===== config.mk =====
export PLATFORM = sky130hd
export DESIGN_NAME = lmt_div
export DESIGN_NICKNAME = d
export VERILOG_FILES = /design/src/hdl/landmark_merge_table_unit_macros.svh /design/src/hdl/lmt_div.sv
export SDC_FILE = /design/constraint.sdc
export NUM_CORES = 1
export LEC_CHECK = 0
export BUFFER_PORTS_ARGS = -buffer_cell sky130_fd_sc_hd__buf_2
export CORE_ASPECT_RATIO = 1.4
export CORE_MARGIN = 4
export CORE_UTILIZATION = 40
export CTS_BUF_LIST = sky130_fd_sc_hd__clkbuf_16
export DETAILED_ROUTE_END_ITERATION = 8
export PLACE_DENSITY_LB_ADDON = 0.2
export SKIP_CTS_REPAIR_TIMING = 1
export SKIP_LAST_GASP = 1
export SYNTH_ARGS = -nofsm -noshare
export SYNTH_HDL_FRONTEND = slang
export SYNTH_SLANG_ARGS = --single-unit

===== constraint.sdc =====
create_clock -name clock -period 9.27 [get_ports clock]
set_clock_uncertainty 0.05 [all_clocks]
set_input_delay 0.927 -clock clock [delete_from_list [all_inputs] [get_ports clock]]
set_output_delay 0.927 -clock clock [all_outputs]
set_load 0.01 [all_outputs]

===== src/hdl/landmark_merge_table_unit_macros.svh =====
// Assertion macros for the landmark merge table unit.
`ifndef LANDMARK_MERGE_TABLE_UNIT_MACROS_SVH
`define LANDMARK_MERGE_TABLE_UNIT_MACROS_SVH

// same-cycle implication, reset disables
`define LMT_ASSERT_NOW(lbl, ante, cons, msg) \
   lbl: assert property (@(posedge clock) disable iff (reset) (ante) |-> (cons)) else $error(msg);

// next-cycle implication, reset disables
`define LMT_ASSERT_NEXT(lbl, ante, cons, msg) \
   lbl: assert property (@(posedge clock) disable iff (reset) (ante) |=> (cons)) else $error(msg);

`endif


===== src/hdl/lmt_div.sv =====
// Restoring unsigned divider, one quotient bit per cycle.
module lmt_div #(
   parameter int NW = 41,
   parameter int DW = 17
) (
   input  logic          clock,
   input  logic          reset,
   input  logic          start,
   input  logic [NW-1:0] num,
   input  logic [DW-1:0] den,
   output logic          done,
   output logic [NW-1:0] quo
);

   localparam int CNT_W = $clog2(NW + 1);

   logic             busy_ff, busy_in;
   logic             done_ff, done_in;
   logic [CNT_W-1:0] cnt_ff, cnt_in;
   logic [NW-1:0]    q_ff, q_in;
   logic [DW-1:0]    rem_ff, rem_in;
   logic [DW-1:0]    den_ff, den_in;
   logic [DW:0]      shifted;
   logic [DW:0]      trial;

   assign shifted = {rem_ff, q_ff[NW-1]};
   assign trial   = shifted - {1'b0, den_ff};

   always_comb begin
      busy_in = busy_ff;
      done_in = 1'b0;
      cnt_in  = cnt_ff;
      q_in    = q_ff;
      rem_in  = rem_ff;
      den_in  = den_ff;
      if (start) begin
         busy_in = 1'b1;
         cnt_in  = CNT_W'(NW);
         q_in    = num;
         rem_in  = '0;
         den_in  = den;
      end else if (busy_ff) begin
         if (shifted >= {1'b0, den_ff}) begin
            rem_in = trial[DW-1:0];
            q_in   = {q_ff[NW-2:0], 1'b1};
         end else begin
            rem_in = shifted[DW-1:0];
            q_in   = {q_ff[NW-2:0], 1'b0};
         end
         cnt_in = cnt_ff - CNT_W'(1);
         if (cnt_ff == CNT_W'(1)) begin
            busy_in = 1'b0;
            done_in = 1'b1;
         end
      end
   end

   always_ff @(posedge clock) begin
      if (reset) begin
         busy_ff <= 1'b0;
         done_ff <= 1'b0;
         cnt_ff  <= '0;
      end else begin
         busy_ff <= busy_in;
         done_ff <= done_in;
         cnt_ff  <= cnt_in;
      end
      q_ff   <= q_in;
      rem_ff <= rem_in;
      den_ff <= den_in;
   end

   assign done = done_ff;
   assign quo  = q_ff;

endmodule


Word level (Yosys, flattened, before mapping)
Cells that the tools add are included.
Operators by class
  add/subtract/negate cells: 2
  order comparisons: 1
  equal/unequal tests: 1
  multiplexer cells: 10
  bitwise logic cells: 1
  reduce and logical (&&, ||, !) cells: 3
Operator list (count)
  41-bit 2-to-1 mux: 2
  18-bit by 17-bit >= comparator with 1-bit output: 1
  17-bit 2-to-1 mux: 1
  17-bit subtractor: 1
  6-bit 2-to-1 mux: 2
  6-bit by 1-bit equality test with 1-bit output (second input constant): 1
  6-bit by 1-bit subtractor with 6-bit output (second input constant): 1
  1-bit 2-to-1 mux: 5
  3-bit OR reduction: 1
  2-bit nonzero test: 1
  2-bit OR reduction: 1
  1-bit inverter: 1
Word-level totals
  register bits: 83
  bits of input ports: 61
  output and inout bits: 42
  word-level logic and storage cells: 25

Longest topological paths before layout
Gate-level depths: netlist of run 1.
  depth in word-level cells: 4
  gate-level depth with buffers: 11
  depth with buffers taken out: 10

Worst setup path after synthesis of run 1
OpenSTA, ideal clock, no wires.
  kind: reg-to-reg
  from: register q_ff[40], in the netlist quo[40]
  to: register q_ff[0], in the netlist quo[0] (data pin)
  library setup time: 0.260 ns
  arrival time: 2.691 ns
  data required time: 8.960 ns
  slack: 6.269 ns
  cell stages (with the launch flop): 11
  path buffers: 1
  clock period less this slack: 3.001 ns
  cells stage by stage: edfxtp_1 -> inv_1 -> ha_1 -> inv_1 -> fa_1 -> a21o_1 -> a221o_1 -> a222oi_1 -> nand2_2 -> buf_2 -> mux2_2
Between the ends
  cells in the longest elaborated chain, start to end: 4
RTL lines
  start: declaration: RTL line lmt_div.sv:20  | logic [NW-1:0] q_ff, q_in;
  start signal: assignment: RTL line lmt_div.sv:68  | q_ff <= q_in;
  18-bit by 17-bit >= comparator with 1-bit output: RTL line lmt_div.sv:43  | if (shifted >= {1'b0, den_ff}) begin
  1-bit 2-to-1 mux: RTL line lmt_div.sv:43
  41-bit 2-to-1 mux: RTL line lmt_div.sv:42  | end else if (busy_ff) begin
  41-bit 2-to-1 mux: RTL line lmt_div.sv:36  | if (start) begin
  named net q_in[0]: RTL line lmt_div.sv:20
The timed path passes the listed nets, and every way through them passes these cells. The select of a mux whose other input is x is not followed.
A chain may end at the register's enable or synchronous reset.

Worst setup path in the final report of run 1
Ends and elaborated chain as after synthesis.

==> metrics.md, run 1 <==
| Metric | Value |
|---|---|
| Worst-margin pin slew | 0.799 ns |
| Post-Synth Adder-Cell Area | 5.96% |
| WS Path Type | reg -> reg |
| HP Class | reg -> reg |
| WP data arrival | 3.44 ns |
| Antenna violations before repair | 0 |
| Vias post-DR | 3,241 |
| Register bit total from synthesis | 83 |
| Fillers | 982 |
| Core area | 10,500 sq um |
| Global Route met3 Usage | 5.33% |
| P&R area growth vs syn | 21.4% |
| Worst-skew pair later-pin latency | 0.33 ns |
| Xor and xnor area share after synthesis | 2.84% |
| Max-slew violations | 0 |
| GRT overflow | 0 |
| Post-synth net total | 459 |
| Upper clock frequency limit | 293 MHz |
| CP Capture Type | flop |
| Final ANT Viol Nets | 0 |
| Drc violations | 0 |
| Simple-Gate Fraction of Synth Area | 10.7% |
| WL per Instance | 15.2 um |
| CTS tree | yes |
| Post-Synthesis Cell Area | 4320 sq um |
| Row Count | 44 |
| CP required | 9.30 ns |
| Met2 Usage GRT | 25.5% |
| Layout Utilization | 50.2% |
| Reg clk slew, reported paths | 0.06 ns |
| Yosys cell types | 52 |
| GRT Overall Usage | 16.0% |
| Drt pass-1 iters | 4 |
| CP Launch Type | flop |
| Initial Util | 41.3% |
| Max-Cap Viols | 0 |
| Root Driver | clkbuf_16 |
| Post-synthesis compound-gate area fraction | 12.0% |
| Largest net degree at the start of global routing | 66 |
| First-pass GRT wire length | 15.7 mm |
| Setup violations, final | 0 |
| I/O pins | 103 |
| Endpoints failing hold | 0 |
| YS warnings | 0 |
| Die Width | 95.9 um |
| Crit path max fanout | 25 |
| Pwr dens | 184 nW/um^2 |
| VDD IR-drop max | 0.000122 V |
| Die Area | 12,600 sq um |
| Port buffer count | 102 |
| CTS H-tree depth | 3 |
| CTS Buffer Depth | 2 |
| Most Used Layer, Global Route | met2 |
| Crit share post-route | 36.8% |
| Main synth FF type | edfxtp_1 |
| Most used cell, CP | inv_1 |
| Via density per instance | 5.24 |
| Sink Count | 83 |
| DRT Wirelength | 9.39 mm |
| Status | finished, final reports clean |
| # placed instances | 602 |
| Post-synthesis sequential area ratio | 51.9% |
| Worst-path cell chain | inv_1 -> ha_1 -> inv_1 -> fa_1 -> a21o_1 -> a221o_1 -> a222oi_1 -> nand2_2 -> mux2_2 |
| Final Instance Count excl. Fillers | 618 |
| Die H | 131 um |
| Gate Count Post-Synth | 378 |
| Main combinational cell family by area after synthesis | multiplexers |
| Total Nets Final | 556 |
| Met1 Usage GRT | 19.8% |
| TritonCTS Buffers | 9 |
| Fin crit period | 3.41 ns |
| Worst Setup Slack, final | 5.86 ns |
| Post-DP HPWL | 6.74 mm |
| Slew headroom | 46.7% |
| Post-placement setup slack | 5.84 ns |
| Placer Congestion | 0.828 |
| Worst path slowest cell | a222oi_1 |
| Total power | 0.963 mW |
| Number of DRC markers in iteration 0 | 151 |
| Synth async-reset ratio | 0% |
| Register area | 2240 sq um |
| Mux share of post-synthesis cell area | 12.8% |
| Lkg Pwr | 2.18 nW |
| Antenna Cells | 0 |
| Slowest stage delay, CP | 0.51 ns |
| RSZ-0062 raised after global routing | no |
| Post-synthesis average cell area | 11.4 sq um |
| Share of layout cells above drive strength 1 | 34.8% |
| Multi-input logic area | 1910 sq um |
| Post-synth EDFFs | 58 |
| Vias in the first global route | 3,335 |
| TNS Setup | 0 ns |
==> path summary, 6_finish.rpt <==
check	start	slack (ns)	cells after the start	end
setup / recovery	quo[40]	5.86	9	quo[0]
hold / removal	rem_ff[7]	0.43	2	rem_ff[7]
hold reg to reg	rem_ff[7]	0.43	2	rem_ff[7]
setup reg to reg	quo[40]	5.86	9	quo[0]
==> report_power, final <==
| part | internal, mW | switching, mW | total, mW |
|---|---|---|---|
| Combinational | 0.0686 | 0.0819 | 0.151 |
| Clock | 0.222 | 0.139 | 0.362 |
| Sequential | 0.433 | 0.0176 | 0.451 |
| Total | 0.725 | 0.239 | 0.963 |
==> cell families after synthesis <==
| logic type | Yosys count |
|---|---|
| simple gates | 95 |
| flops | 83 |
| mux | 50 |
| fa+ha+maj | 20 |
| compound gates | 75 |
| buf+inv | 41 |
| xor+xnor | 14 |
==> Yosys cell counts (all sizes together), types with 4 or more instances <==
| cell | number | area [sq um] |
|---|---|---|
| inv | 22 | 82.6 |
| and3 | 5 | 31.3 |
| buf | 7 | 42.5 |
| a21o | 5 | 37.5 |
| nor4b | 4 | 35.0 |
| edfxtp | 58 | 1740 |
| mux2i | 9 | 90.1 |
| dfxtp | 25 | 500 |
| xnor2 | 6 | 52.6 |
| ha | 19 | 238 |
| nor2 | 28 | 105 |
| nor3 | 5 | 25.0 |
| mux2 | 41 | 462 |
| clkbuf | 12 | 45.0 |
| xor2 | 8 | 70.1 |
| nor4 | 4 | 25.0 |
| nand2 | 28 | 108 |
| nand3 | 7 | 35.0 |
| a211oi | 4 | 30.0 |
| a21oi | 18 | 90.1 |
| o21ai | 17 | 88.8 |
| o211ai | 4 | 30.0 |
==> critical path: cells and delay by family, from the launching register on <==
| kind | cells | cell delay (ns) |
|---|---|---|
| AOI/OAI and AO/OA | 3 | 1.09 |
| adders and majority gates | 2 | 0.57 |
| and+or+nand+nor | 1 | 0.51 |
| muxes | 1 | 0.42 |
| DFF | 1 | 0.38 |
| buffers and inverters | 2 | 0.14 |
==> per-stage QoR <==
stage,hold slack (ns),instance area [sq um]
4_1_cts,0.439,5250
6_report,0.434,5250
2_1_floorplan,0.403,4320
5_1_grt,0.467,5250
3_5_place_dp,0.431,4940
3_3_place_gp,0.420,4940
==> placed cells by master (no fill, tap or decap), types with 16 or more instances in the layout <==
master	count
inv_1	24
o21ai_0	16
nand2_1	27
mux2_2	41
ha_1	19
a21oi_1	18
edfxtp_1	58
dfxtp_1	25
buf_2	102
nor2_1	28
==> state kept, by name (all words and copies together), names as in the netlist <==
register,flops
den_ff,17
quo,41
cnt_ff,6
busy_ff,1
rem_ff,17
done,1
==> per-layer routing <==
layer	up-vias	wire, um
met5	-	0
met4	0	146
met3	14	688
met2	101	4570
met1	1529	3990
li1	1597	-
==> cell type report <==
cell class                      instances  share of cell area (%)
Inverter                               22                    1.57
Multi-Input combinational cell        254                    36.4
Tap cell                              138                    3.29
Clock buffer                           10                    4.77
Timing Repair Buffer                  105                    10.2
Sequential cell                        83                    42.7
Clock inverter                          6                    1.07
(Power assumes the default switching activity.)
==> run 2: changes to the inputs <==
Settings changed: ABC_AREA set to 1.
Clock period 9.27 ns to 3.5 ns, I/O delays scaled along.
==> run 2 against run 1 <==
Combinational power grew 120%. Largest cell class unchanged. Register-to-register slack lost 4.6 ns. First-iteration DRC count grew 46%. Die area grew 6.4%. Utilization shrank 1.4 points. Global-route usage grew 1.5 points. Critical endpoint is now rem_ff[11]. Sequential power grew to 2.6 times the previous value. Critical path type unchanged.
==> metrics.md, run 2 <==
| Metric | Value |
|---|---|
| Status | finished, final reports clean |
| I/O pins | 103 (unchanged) |
| Post-synthesis sequential area ratio | 48.5% (-3.4 points) |
| WP data arrival | 2.40 ns (-1.04 ns) |
| Initial Util | 40.8% (-0.55 points) |
| Commonest non-fill, non-tap cell in the layout | nand2_1 |
| Synth async-reset ratio | 0% (unchanged) |
| Reg2reg setup slack | 1.31 ns (-4.55 ns) |
| WL per Instance | 13.1 um (-14%) |
| Upper clock frequency limit | 457 MHz (+56%) |
| Drt pass-1 iters | 4 (unchanged) |
| CP endpoint | rem_ff[11] |
| VDD IR-drop max | 0.000358 V (+190%) |
| Post-Synthesis Cell Area | 4620 sq um (+6.9%) |
| RSZ-0062 raised after global routing | no |
| CTS tree | yes |
| CTS H-tree depth | 3 (unchanged) |
| Yosys cell types | 37 (-29%) |
| Root Driver | clkbuf_16 |
| Crit share post-route | 62.6% (+26 points) |
| CP Capture Type | flop |
| Critical R2R Capture | rem_ff[11] |
| Worst-skew pair later-pin latency | 0.33 ns (about the same) |
| Layout Utilization | 48.8% (-1.4 points) |
| First-pass GRT wire length | 18.8 mm (+20%) |
| Sink Count | 83 (unchanged) |
| Number of DRC markers in iteration 0 | 221 (+46%) |
| Pwr dens | 436 nW/um^2 (+140%) |
| Vias post-DR | 3,944 (+22%) |
| Port buffer count | 102 (unchanged) |
| Reg clk slew, reported paths | 0.06 ns (about the same) |
| Die Area | 13,400 sq um (+6.4%) |
| Placer Congestion | 0.841 (+1.6%) |
| Antenna Cells | 0 (unchanged) |
| Gate Count Post-Synth | 588 (+56%) |
| Crit path launch | quo[40] |
| Die H | 135 um (+3.2%) |
| Commonest cells after routing, fill and taps aside | nand2_1 (252), buf_2 (102), inv_1 (88) |
| YS warnings | 0 (unchanged) |
| Top-count cell post-synth | nand2_1 |
| Register bit total from synthesis | 83 (unchanged) |
| Vias in the first global route | 4,054 (+22%) |
| Max-Cap Viols | 0 (unchanged) |
| Endpoints failing hold | 0 (unchanged) |
| Fin crit period | 2.19 ns (-1.22 ns) |
| R2R Path Start | quo[40] |
| Post-synthesis average cell area | 7.86 sq um (-31%) |
| Total Nets Final | 771 (+39%) |
| Largest net degree at the start of global routing | 52 (-21%) |
| GRT Overall Usage | 17.4% (+1.5 points) |
| Hold path start | den[3] |
| TritonCTS Buffers | 9 (unchanged) |
| Row Count | 46 (+4.5%) |
| WS Path Type | reg -> reg |
| CTS Buffer Depth | 2 (unchanged) |
| Worst-margin pin slew | 1.17 ns (+0.373 ns) |
| Largest register FFs | 41 (unchanged) |
| HP Class | in -> reg |
| CP required | 3.71 ns (-5.59 ns) |
| Share of layout cells above drive strength 1 | 19.4% (-15 points) |
| Max-slew violations | 0 (unchanged) |
| Post-synth top cells | nand2_1 (252), inv_1 (86), edfxtp_1 (58) |
| Drc violations | 0 (unchanged) |
| GRT overflow | 0 (unchanged) |
| Fin Hold WS | 0.146 ns (-0.288 ns) |
| Cell depth of the worst flop-to-flop path | 11 (+2) |
| DRT Wirelength | 11.0 mm (+17%) |
| Cell taking the most area after synthesis | edfxtp_1 |
| Die Width | 98.9 um (+3.1%) |
| Post-DP HPWL | 8.37 mm (+24%) |
| CP Launch Type | flop |
| Final ANT Viol Nets | 0 (unchanged) |
| Lkg Pwr | 2.92 nW (+34%) |
| Post-synth EDFFs | 58 (unchanged) |
| Core area | 11,300 sq um (+8.4%) |
| P&R area growth vs syn | 19.6% |
| Via density per instance | 4.70 (-10%) |
| Slew headroom | 21.6% (-25 points) |
| Main synth FF type | edfxtp_1 |
| Area contributors post-synth | edfxtp_1 (38%), nand2_1 (20%), dfxtp_1 (11%) |
| Post-synth net total | 669 (+46%) |
| Crit path max fanout | 19 (-24%) |
| Post-synth top area share | 37.7% (-2.6 points) |
| TNS Setup | 0 ns (unchanged) |
| Setup violations, final | 0 (unchanged) |
| Antenna violations before repair | 0 (unchanged) |
[run 2: cell types whose count changed in the layout (fill, tap and decap cells not counted), sizes merged, moves of 9 or more]
cell / delta
a21oi: -9
inv: +66
mux2: -41
mux2i: -9
nand2: +229
nand3: +41
[run 2: worst min path at each step]
stage	to	slack, ns	cells after the start
after detailed placement	rem_ff[16]	0.41	2
final	den_ff[3]	0.15	1
after CTS	den_ff[8]	0.13	1
after floorplan	cnt_ff[3]	0.37	1
after global routing	den_ff[14]	0.13	1
after global placement	rem_ff[9]	0.41	2
[run 2: area by class of cell]
| class | instances | area, sq um |
|---|---|---|
| well taps | 144 | 180 |
| clock buffers | 9 | 225 |
| clock inverters | 7 | 53.8 |
| multi-input cells | 403 | 1970 |
| fillers | 1086 | 5810 |
| flip-flops and latches | 83 | 2240 |
| inverters | 88 | 330 |
| repair buffers | 105 | 533 |
[run 2: kinds of logic (layout without fill, tap and decap cells)]
group	Yosys count	after routing	synth area share, %
buf+inv	102	209	8.96
compound gates	26	26	3.49
xor+xnor	8	8	1.52
flops	83	83	48.5
fa+ha+maj	20	20	5.58
simple gates	349	349	32.0
[run 2: per-stage QoR]
step	setup slack, ns	instance area [sq um]	cells	power (mW)
after floorplan	1.45	4620	588	1.40
after global placement	1.35	5250	823	1.54
after detailed placement	1.33	5250	823	1.54
after CTS	1.30	5530	839	2.44
after global routing	1.06	5530	839	2.54
final	1.31	5530	839	2.41
[run 2: power breakdown]
part / internal (mW) / switching (mW)
sequential: 1.14 / 0.0389
clock: 0.539 / 0.356
combinational: 0.127 / 0.210
total: 1.81 / 0.604
[run 2: metal layers]
metal / GRT usage [%] / up-vias / part of all wire, %
met2: 30.8 / 104 / 50
met3: 4.89 / 11 / 6.5
met5: 0 / - / 0
met1: 20.3 / 1780 / 42
met4: 5.85 / 0 / 1.9
li1: - / 2049 / -
[run 2: worst max-delay path: stages, from the launching register on]
cell,delay [ns]
edfxtp_1,0.38
inv_1,0.09
ha_1,0.14
inv_1,0.07
fa_1,0.42
nand3_1,0.15
nand3_2,0.12
nand2_4,0.21
nand2_4,0.17
nand2_1,0.15
nand3_1,0.08
nand2_1,0.10
