--- config.mk ---
export PLATFORM = sky130hd
export DESIGN_NAME = lmt_ram
export DESIGN_NICKNAME = d
export VERILOG_FILES = /design/src/hdl/landmark_merge_table_unit_macros.svh /design/src/hdl/lmt_ram.sv
export SDC_FILE = /design/constraint.sdc
export NUM_CORES = 1
export LEC_CHECK = 0
export BUFFER_PORTS_ARGS = -buffer_cell sky130_fd_sc_hd__buf_2
export CORE_MARGIN = 1
export CORE_UTILIZATION = 60
export DETAILED_ROUTE_END_ITERATION = 10
export PLACE_DENSITY_LB_ADDON = 0.12
export SLEW_MARGIN = 20
export SYNTH_ARGS = -nofsm -noshare
export SYNTH_HDL_FRONTEND = slang
export SYNTH_SLANG_ARGS = --single-unit
--- constraint.sdc ---
create_clock -name clock -period 4.81 [get_ports clock]
set_input_delay 0.7215 -clock clock [delete_from_list [all_inputs] [get_ports clock]]
set_output_delay 0.7215 -clock clock [all_outputs]
set_load 0.01 [all_outputs]
--- src/hdl/landmark_merge_table_unit_macros.svh ---
// Assertion macros for the landmark merge table unit.
`ifndef LANDMARK_MERGE_TABLE_UNIT_MACROS_SVH
`define LANDMARK_MERGE_TABLE_UNIT_MACROS_SVH

// same-cycle implication, reset disables
`define LMT_ASSERT_NOW(lbl, ante, cons, msg) \
   lbl: assert property (@(posedge clock) disable iff (reset) (ante) |-> (cons)) else $error(msg);

// next-cycle implication, reset disables
`define LMT_ASSERT_NEXT(lbl, ante, cons, msg) \
   lbl: assert property (@(posedge clock) disable iff (reset) (ante) |=> (cons)) else $error(msg);

`endif

--- src/hdl/lmt_ram.sv ---
// Generic single-port-write, registered-read RAM.
module lmt_ram #(
   parameter int WIDTH = 8,
   parameter int DEPTH = 16
) (
   input  logic                     clock,
   input  logic                     wr_en,
   input  logic [$clog2(DEPTH)-1:0] wr_addr,
   input  logic [WIDTH-1:0]         wr_data,
   input  logic                     rd_en,
   input  logic [$clog2(DEPTH)-1:0] rd_addr,
   output logic [WIDTH-1:0]         rd_data
);

   logic [WIDTH-1:0] mem_ff [DEPTH];
   logic [WIDTH-1:0] rd_data_ff;

   always_ff @(posedge clock) begin
      if (wr_en) begin
         mem_ff[wr_addr] <= wr_data;
      end
      if (rd_en) begin
         rd_data_ff <= mem_ff[rd_addr];
      end
   end

   assign rd_data = rd_data_ff;

endmodule

==> Word-level counts from Yosys, hierarchy flattened <==
Memories as Yosys holds them, arrays and structs flattened. A register that Yosys moved wholly into a read port is not among the register bits.
Index checks and enable logic that the tools add are counted.
Widths: inputs -> output; s select.
{ "word_totals": {"mem_bits_rw": 128, "ff_bits": 0, "n_memories": 1, "elab_cells": 3, "input_bits": 19, "output_inout_bits": 8} }
{ "classes": {"mux": 2} }
{ "mem_list": {"columns": ["memory", "words", "word_bits", "read_ports", "rd_clocked_by_memory_dff", "write_ports", "line_no", "source"], "rows": [
  ["mem_ff", 16, 8, 1, 1, 1, "lmt_ram.sv:15", "logic [WIDTH-1:0] mem_ff [DEPTH];"]
]} }
{ "op_table": {"columns": ["op", "count"], "rows": [
  ["$mux 1", 2]
]} }

==> Depth between registers and ports, before layout <==
Gate-level depths: netlist (run 1).
{ "depth": {"word_depth": 2, "ltp_mapped": 5, "ltp_nobuf": 3} }

==> Worst setup path after synthesis (run 1) <==
Ideal clock, no wire load.
{ "synth_timing": {"kind": "input port to flip-flop", "from": "input port wr_addr[2]", "to": "memory mem_ff[0][0] (enable)", "setup_time_ns": 0.383, "slack_ns": 2.596, "cell_stages": 2, "arrival_time_ns": 1.831, "path_buffers": 0, "required_time_ns": 4.427, "path_cell_list": "or3b_2 nor3_1"} }
{ "synth_lines": {"columns": ["element", "line_no", "source"], "rows": [
  ["from (decl)", "lmt_ram.sv:8", "input logic [$clog2(DEPTH)-1:0] wr_addr,"],
  ["to (decl)", "lmt_ram.sv:15", null]
]} }
No word-level cell before the write port.

==> Final worst setup path (run 1) <==
{ "layout_timing": {"from": "input port wr_addr[2]", "to": "memory mem_ff[2][4] (enable)"} }
No word-level cell before the write port.

==> results of run 1 <==
==> kinds of logic (layout without fill, tap and decap cells) <==
logic type,Yosys count,count (layout),share of synthesized area
and+or+nand+nor,35,35,0.0314
buffers and inverters,10,62,0.0165
DFF,136,136,0.781
muxes,32,32,0.148
AOI/OAI and AO/OA,16,16,0.0230
==> state kept, by name, summed over array words and instances, names as in the netlist <==
name     flops
mem_ff     128
rd_data      8
==> where the power goes <==
part / internal, mW / total, mW / leakage, nW / switching (mW)
Clock: 0.846 / 1.33 / 0.295 / 0.485
Combinational: 0.0467 / 0.113 / 0.495 / 0.0661
Sequential: 1.34 / 1.34 / 1.24 / 0.00719
==> worst register-to-register path, delay by kind of cell, from the launching register on <==
family	cells	cell delay, ps
flip-flops	1	360
multiplexers	1	520
AND/OR/NAND/NOR	1	90
AO/OA/AOI/OAI	1	240
==> metrics by stage <==
step           power [mW]  hold slack, ps  setup slack (ps)
2_1_floorplan        1.44             705              2600
3_3_place_gp         1.48             741              1960
3_5_place_dp         1.48             750              1960
4_1_cts              2.80             552              2510
5_1_grt              2.86             559              2800
6_report             2.79             578              2890
==> final timing paths <==
path	from	endpoint	slack (ps)	cells after the start
min	rd_en	rd_data[7]	580	1
min reg2reg	mem_ff[8][5]	rd_data[5]	760	3
max	wr_addr[2]	mem_ff[2][4]	2890	3
max reg2reg	mem_ff[9][2]	rd_data[2]	3350	3
==> metal layers <==
layer	up-vias	wire, um
met3	11	624
met2	99	4600
li1	1062	-
met5	-	0
met4	0	111
met1	1233	3900
==> cell type report <==
cell class              count  area [um2]  share of cell area
multi-input cells          83        1060               0.175
flip-flops and latches    136        4080               0.675
clock buffers              18         418              0.0691
well taps                 105         131              0.0217
clock inverters            14         196              0.0325
repair buffers             30         163              0.0269
==> cells in the final DEF (no fill, tap or decap) <==
master      instances
clkinv_1            2
nand3b_1            2
or3b_2              1
inv_6               3
nor2_1             13
mux4_1             14
buf_2              25
bufinv_16           4
and2_1              1
nand2b_1            2
clkinvlp_4          1
edfxtp_1          136
a22oi_1            16
nor2b_1             1
and2b_1             1
nor3_1              4
nand2_1             9
mux4_2             18
clkinv_4            4
clkbuf_16          16
nand3_1             1
buf_4               5
clkbuf_8            1
clkbuf_1            1
==> impl_results.md, run 1 <==
- Core area: 8340 um2
- Final Cycle Share: 0.399
- NumNets Final: 287
- Fmax: 0.521 GHz
- Initial DRC Count: between 200 and 250
- CP Launch Type: primary input
- Antenna diodes: 0
- I/O pins: 27
- Final setup viols: 0
- Clock-pin slew on the worst setup and hold paths: 60 ps
- CTS tree: yes
- CP max stage cell: nor2_1
- Die Y: 95.3 um
- Cell Chain, Critical Path: buf_2 -> or3b_2 -> nor2_1
- Final Non-Filler Cells: 386
- Routability Congestion: 0.688
- Initial core utilization: 0.627
- Avg Inst Size Synth: 22.8 um2
- Routed WL: 9.23 mm
- Pwr per Cell Area: 461 nW/um2
- Placed insts: 354
- CP endpoint kind: flop
- Chip width: 95.3 um
- Fin Clk Skew: between 7 and 8 ps
- TritonRoute pass-1 iters: 4
- Top cells by count, synth: edfxtp_1, mux4_2, a22oi_1, mux4_1, nor2_1
- Buf+Inv Stages, Crit Path: 1
- Register area share after synthesis: 0.781
- M3 GR Usage: 0.0614
- Final core occ: 0.725
- CP required: 4950 ps
- Max-cap viol count: 0
- Total congestion overflow: 0
- H-tree Lvls: 4
- Clock buffer depth: 2
- Num CTS Buffers: 17
- Synth area leader: edfxtp_1
- Largest net degree at the start of global routing: 33
- #FFs+latches synth: ~140
- Final min period: 1920 ps
- Root Buffer: clkbuf_8
- Pins Over Slew Limit: 0
- Wire per inst: 23.9 um
- Most frequent cell after synthesis: edfxtp_1
- Cells after synthesis: 229
- Vias in the first global route: 2397
- Worst setup path class: primary input to flop
- Arr. time, crit path: between 2000 and 2500 ps
- Post-DP HPWL: 5.51 mm
- Setup repair after global routing missed its margin: false
- Setup TNS: 0 ps
- Hold Path Class: primary input to flop
- Synthesized Nets: 248
- Synth unique cells: 18
- Grt met1 use: 0.331
- Clk sinks: 136
- DP Area: 5430 um2
- Postcts setup bufs: 0
- Synth warn: 0
- Fillers: 481
- Hold Fails Final Rpt: 0
- Routing usage on met2: 0.338
- Hold buffers post-CTS: 0
- Post-CTS resize count: 0
- Global route hottest layer: met2
- Cell Area, Synth: approximately 5200 um2
- Ratio of cells with drive above 1 in the final layout: 0.278
- Vias: about 2.4k
- Top cells by area, synth: edfxtp_1, mux4_2, mux4_1, a22oi_1, nor2_1
- Max VDD drop: 0.301 mV
- Delay-heaviest family, CP: simple AND/OR/NAND/NOR gates
- Share of the synthesized area in the top cell type: 0.781
- Cell area after layout: 6050 um2
- Area delta synth->final: 15.7%
- # rows: 33
- Normalized max-slew margin: 0.392
- Final ANT Viol Nets: 0
- Worst slew pin tran: 909 ps
- Leading register cell type out of synthesis: edfxtp_1
- CP max FO: 8
- Worst-skew pair later-pin latency: 520 ps
- CP peak stage delay: a little over 700 ps
- Vias/cell: 6.23
- Leak Pwr: 2.03 nW
- First-pass GRT wire length: 13.7 mm
- Port bufs: 26
- Post-synth EDFFs: 136
- All-Layer GR Usage: 0.231
- Die area: 9090 um2
- DR DRC count: 0
- Antenna violations before repair: 0
- FFs w/ async S/R, synth: 0
- Status: finished, final reports clean
No activity file was read; power rests on OpenSTA's default activity.
==> inputs of run 2 (changes only) <==
--- a/config.mk
+++ b/config.mk
@@ -5,9 +5,10 @@
 export SDC_FILE = /design/constraint.sdc
 export NUM_CORES = 1
 export LEC_CHECK = 0
+export ABC_AREA = 1
 export BUFFER_PORTS_ARGS = -buffer_cell sky130_fd_sc_hd__buf_2
 export CORE_MARGIN = 1
-export CORE_UTILIZATION = 60
+export CORE_UTILIZATION = 55
 export DETAILED_ROUTE_END_ITERATION = 10
 export PLACE_DENSITY_LB_ADDON = 0.12
 export SLEW_MARGIN = 20
==> constraint.sdc (replaced) <==
create_clock -name clock -period 1.7 [get_ports clock]
set_input_delay 0.255 -clock clock [delete_from_list [all_inputs] [get_ports clock]]
set_output_delay 0.255 -clock clock [all_outputs]
set_load 0.01 [all_outputs]
==> impl_results.md, run 2 <==
- All-Layer GR Usage: 0.265 (+0.0339)
- CP max FO: 1 (-7)
- Max-cap viol count: 0 (unchanged)
- DP Area: 6210 um2 (+14%)
- Vias: 3905 (+62%)
- Switching power total: 1.68 mW (+200%)
- Crit path depth: 1 (-2)
- Pwr per Cell Area: 1190 nW/um2 (+160%)
- Num CTS Buffers: 17 (unchanged)
- Worst setup path class: flop to output port
- Status: finished, final reports clean
- Vias in the first global route: 3775 (+57%)
- Root Buffer: clkbuf_8
- CP endpoint kind: output port
- Die area: 11000 um2 (+22%)
- Pins Over Slew Limit: 0 (unchanged)
- Core area: 10300 um2 (+24%)
- Fin Clk Skew: 5.36 ps (-2.57 ps)
- Final ANT Viol Nets: 0 (unchanged)
- Port bufs: 26 (unchanged)
- FFs w/ async S/R, synth: 0 (unchanged)
- Most frequent cell after synthesis: nand2_1
- Reg2reg path depth: 6 (+3)
- Final setup viols: 0 (unchanged)
- Chip width: 105 um (+10%)
- Initial core utilization: 0.566 (-0.0604)
- Synth area leader: edfxtp_1
- Hold path depth: 1 (unchanged)
- Normalized max-slew margin: 0.599 (+0.208)
- Hold buffers post-CTS: 0 (unchanged)
- Clock buffer depth: 2 (unchanged)
- Top cells by count, synth: nand2_1, edfxtp_1, inv_1, nand3_1, nor2_1
- Cells after synthesis: 551 (+140%)
- Most frequent cells in the layout: nand2_1, edfxtp_1, inv_1
- I/O pins: 27 (unchanged)
- Arr. time, crit path: 1080 ps (-980 ps)
- CP max stage cell: edfxtp_1
- Antenna violations before repair: 0 (unchanged)
- Register area share after synthesis: 0.698 (-0.0828)
- Cell area after layout: 6830 um2 (+13%)
- Area delta synth->final: 16.8%
- Buf+Inv Stages, Crit Path: 1 (unchanged)
- Hold Path Class: primary input to flop
- Clk sinks: 136 (unchanged)
- Final min period: 1330 ps
- Vias/cell: 5.23 (-16%)
- TritonRoute pass-1 iters: 5 (+1)
- Leak Pwr: 2.97 nW (+47%)
- CTS tree: yes
- Cell Area, Synth: 5850 um2 (+12%)
- Combinational group share of total power: 0.058 (+0.018)
- Postcts setup bufs: 0 (unchanged)
- NumNets Final: 616 (+110%)
- Avg Inst Size Synth: 10.6 um2 (-54%)
- Most common cell after layout, fill and taps aside: nand2_1
- Cell Chain, Critical Path: buf_2
- Total chip power: 8.11 mW (+190%)
- Setup repair after global routing missed its margin: false
- Post-synth EDFFs: 136 (unchanged)
- Routed WL: 13.2 mm (+43%)
- Share of the synthesized area in the top cell type: 0.698 (-0.0828)
- Clock-pin slew on the worst setup and hold paths: 60 ps (about the same)
- Die Y: 105 um (+10%)
- CP required: 1440 ps (-3510 ps)
- Synth warn: 0 (unchanged)
- P_int: 6.43 mW (+190%)
- Clk pwr share: 0.474 (-0.004)
- Routability Congestion: 0.808 (+17%)
- Fmax: 0.751 GHz
- Initial DRC Count: 364 (+58%)
- Ratio of cells with drive above 1 in the final layout: 0.136 (-0.142)
- Top cells by area, synth: edfxtp_1, nand2_1, nand3_1, inv_1, buf_6
- Hold Fails Final Rpt: 0 (unchanged)
- Synthesized Nets: 570 (+130%)
- Sequential Power Share: 0.468 (-0.014)
- Delay-heaviest family, CP: flip-flops
- Largest register FFs: 128 (unchanged)
- Fillers: 784 (+63%)
- Largest net degree at the start of global routing: 65 (+97%)
- Post-DP HPWL: 7.92 mm (+44%)
- Worst slew pin tran: 600 ps (-309 ps)
- H-tree Lvls: 4 (unchanged)
- Post-CTS resize count: 0 (unchanged)
- Max VDD drop: 0.651 mV (+120%)
- Final Cycle Share: 0.783
- Leading register cell type out of synthesis: edfxtp_1
- Synth unique cells: 11 (-7)
- CP Launch Type: flop
- First-pass GRT wire length: 20.9 mm (+52%)
- Worst-skew pair later-pin latency: 530 ps (about the same)
- #FFs+latches synth: 136 (unchanged)
- Setup TNS: 0 ps (unchanged)
- Setup slack at placement: 208 ps (-1750 ps)
- Wire per inst: 17.8 um (-26%)
- Antenna diodes: 0 (unchanged)
- DR DRC count: 0 (unchanged)
- # rows: 37 (+12%)
- CP peak stage delay: 390 ps (-320 ps)
- Total congestion overflow: 0 (unchanged)
- Fin worst setup slack: 368 ps (-2520 ps)
- Switching Share: 0.207 (+0.00700)
- Reg with most FFs: mem_ff
-- run 2: cell types whose count changed after synthesis, sizes merged, moves of 16 or more --
cell and change:
a22oi -16, buf +17, inv +102, mux4 -32
nand2 +164, nand3 +96
-- run 2: cell families (layout without fill, tap and decap cells) --
family | after synthesis | count (layout) | share of synthesized area
buffers and inverters | 126 | 185 | 0.0939
flip-flops | 136 | 136 | 0.698
AND/OR/NAND/NOR | 289 | 289 | 0.208
-- run 2: layout make-up --
cell class / instances / area [um2] / area share
repair buffers: 51 / 355 / 0.0520
clock buffers: 18 / 418 / 0.0612
multi-input cells: 289 / 1210 / 0.178
well taps: 136 / 170 / 0.0249
clock inverters: 14 / 205 / 0.0300
flip-flops and latches: 136 / 4080 / 0.598
inverters: 102 / 383 / 0.0561
-- run 2: metal layers --
metal / vias up / GRT usage / share of wire
met5: - / 0 / 0
met4: 0 / 0.112 / 0.024
met3: 28 / 0.0618 / 0.081
met2: 166 / 0.397 / 0.46
met1: 1837 / 0.375 / 0.44
li1: 1874 / - / -
-- run 2: power by group through the flow --
stage                     sequential (mW)  combinational, mW  clock [mW]
final                                3.80              0.468        3.85
after global routing                 3.80              0.516        4.03
after detailed placement             3.87              0.464           0
after CTS                            3.80              0.470        3.89
after floorplan                      3.87              0.265           0
after global placement               3.87              0.456           0
-- run 2: path summary, 6_finish.rpt --
kind / from / end / slack, ps
max: rd_data[4] / rd_data[4] / 370
min: rd_en / rd_data[1] / 90
max reg2reg: mem_ff[11][6] / rd_data[6] / 560
min reg2reg: mem_ff[6][2] / rd_data[2] / 760
-- run 2: stage by stage --
step                hold slack (ps)   util  std cells
floorplan                       354      -        551
detailed placement              631  0.601        714
finish                         89.1  0.661        746
CTS                            71.9  0.661        746
global route                   72.7  0.661        746
global placement                622  0.601        714
==> inputs of run 3 (changes only) <==
==> constraint.sdc (replaced) <==
create_clock -name clock -period 1.2 [get_ports clock]
set_input_delay 0.18 -clock clock [delete_from_list [all_inputs] [get_ports clock]]
set_output_delay 0.18 -clock clock [all_outputs]
set_load 0.01 [all_outputs]
==> impl_results.md, run 3 (synthesis results as in run 2) <==
- Wire per inst: 17.4 um (-2.2%)
- Storage element area: 4080 um2 (unchanged)
- Antenna diodes: 0 (unchanged)
- # rows: 37 (unchanged)
- Most common cell after layout, fill and taps aside: nand2_1
- Routed WL: 12.9 mm (-2.2%)
- Vias/cell: 5.23 (-0.15%)
- Total congestion overflow: 0 (unchanged)
- Cell Chain, Critical Path: buf_2
- CP required: 1020 ps (-420 ps)
- Switching power total: 2.36 mW (+40%)
- CTS tree: yes
- Hold Path Class: primary input to flop
- Final setup viols: 7 (+7)
- Max-cap viol count: 0 (unchanged)
- First-pass GRT wire length: 20.5 mm (-1.8%)
- Clock-pin slew on the worst setup and hold paths: 60 ps (about the same)
- Hold Fails Final Rpt: 0 (unchanged)
- Worst setup path class: flop to output port
- Final Non-Filler Cells: 746 (unchanged)
- NumNets Final: 616 (unchanged)
- Final core occ: 0.657 (-0.00436)
- Most frequent cells in the layout: nand2_1, edfxtp_1, inv_1
- Port bufs: 26 (unchanged)
- Delay-heaviest family, CP: flip-flops
- DR DRC count: 0 (unchanged)
- Combinational group share of total power: 0.063 (+0.005)
- Die Y: 105 um (unchanged)
- Clock buffer depth: 2 (unchanged)
- Max VDD drop: 0.911 mV (+40%)
- Final min period: roughly 1300 ps
- Final ANT Viol Nets: 0 (unchanged)
- Root Buffer: clkbuf_8
- Switching Share: 0.218 (+0.0106)
- H-tree Lvls: 4 (unchanged)
- I/O pins: 27 (unchanged)
- Initial core utilization: 0.566 (unchanged)
- Initial DRC Count: 289 (-21%)
- Final Cycle Share: 1.06
- Largest register FFs: 128 (unchanged)
- P_int: 8.47 mW (+32%)
- Placed insts: 714 (unchanged)
- CP Launch Type: flop
- Area delta synth->final: 16.0%
- CP max FO: 1 (unchanged)
- CP max stage cell: edfxtp_1
- Reg with most FFs: mem_ff
- Leak Pwr: 2.95 nW (-0.81%)
- Post-DP HPWL: 7.99 mm (+0.91%)
- Fmax: 0.789 GHz
- Worst slew pin tran: 660 ps (+59.9 ps)
- Arr. time, crit path: 1090 ps (about the same)
- Pwr per Cell Area: 1600 nW/um2 (+34%)
- All-Layer GR Usage: 0.256 (-0.00905)
- Failing checks: setup timing
- Vias in the first global route: 3818 (+1.1%)
- CP endpoint kind: output port
- CP peak stage delay: 410 ps (+20 ps)
- Buf+Inv Stages, Crit Path: 1 (unchanged)
- Clk pwr share: 0.440 (-0.034)
- Worst-skew pair later-pin latency: 520 ps (about the same)
- Normalized max-slew margin: 0.559 (-0.0400)
- Multi-input logic area: 1230 um2 (+1.2%)
- Pins Over Slew Limit: 0 (unchanged)
- Die area: 11000 um2 (unchanged)
- Chip width: 105 um (unchanged)
- Num CTS Buffers: 17 (unchanged)
- Fillers: 807 (+2.9%)
- Fin Clk Skew: 8.76 ps (+3.40 ps)
- R2R Setup Slk: 90 ps (-470 ps)
- TritonRoute pass-1 iters: 5 (unchanged)
- Core area: 10300 um2 (unchanged)
- Routability Congestion: 0.782 (-3.2%)
- Vias: 3899 (-0.15%)
- Fin worst setup slack: -67.8 ps (-436 ps)
- Sequential Power Share: 0.497 (+0.029)
- Setup TNS: -256 ps (-256 ps)
- Ratio of cells with drive above 1 in the final layout: 0.141 (+0.00492)
- Clk sinks: 136 (unchanged)
- Setup repair after global routing missed its margin: true
- Largest net degree at the start of global routing: 48 (-26%)
- Antenna violations before repair: 0 (unchanged)
- Status: finished, violations left
## run 3: changes by cell type in the layout (fill, tap and decap cells not counted), sizes merged
cell / before / now
bufinv: 5 / 2
clkinv: 6 / 9
clkbuf: 18 / 17
clkinvlp: 3 / 4
## run 3: final cells by class
type / count / area share
clock buffers: 17 / 0.0610
clock inverters: 15 / 0.0201
inverters: 102 / 0.0564
multi-input cells: 289 / 0.181
flip-flops and latches: 136 / 0.602
well taps: 136 / 0.0251
repair buffers: 51 / 0.0542
## run 3: per-stage QoR
| step | hold slack [ps] | power [mW] | worst slack (ps) | cell area [um2] |
|---|---|---|---|---|
| 5_1_grt | 9.07 | 11.2 | -97.0 | 6780 |
| 3_5_place_dp | 560 | 6.15 | -212 | 6220 |
| 4_1_cts | 9.96 | 10.9 | -85.5 | 6770 |
| 3_3_place_gp | 554 | 6.14 | -202 | 6220 |
| 6_report | 32.5 | 10.8 | -67.8 | 6780 |
| 2_1_floorplan | 279 | 5.86 | 69.2 | 5850 |
## run 3: final timing paths
kind / endpoint / depth (start not counted) / start
max: rd_data[1] / 1 / rd_data[1]
min: rd_data[0] / 1 / rd_en
max reg2reg: rd_data[6] / 6 / mem_ff[13][6]
min reg2reg: rd_data[0] / 6 / mem_ff[0][0]
## run 3: power groups by stage
stage	registers (mW)	logic, mW	clock network, mW
global route	5.39	0.752	5.01
detailed placement	5.48	0.672	0
finish	5.38	0.679	4.77
global placement	5.48	0.659	0
CTS	5.38	0.675	4.84
floorplan	5.49	0.375	0
## run 3: metal layers
| metal | up-vias | track usage | share of wire | wire length [um] |
|---|---|---|---|---|
| met5 | - | 0 | 0 | 0 |
| met4 | 0 | 0.0996 | 0.013 | 165 |
| met3 | 12 | 0.0630 | 0.080 | 1040 |
| met2 | 155 | 0.371 | 0.46 | 5930 |
| met1 | 1856 | 0.374 | 0.45 | 5820 |
| li1 | 1876 | - | - | - |
## run 3: what timing repair did
| item | CTS | global route |
|---|---|---|
| setup endpoints to repair | 8 | 11 |
| pin swaps | 0 | 0 |
| hold buffers | 0 | 0 |
| setup buffers | 0 | 0 |
| gates resized for setup | 0 | 3 |
| cloned | 0 | 0 |
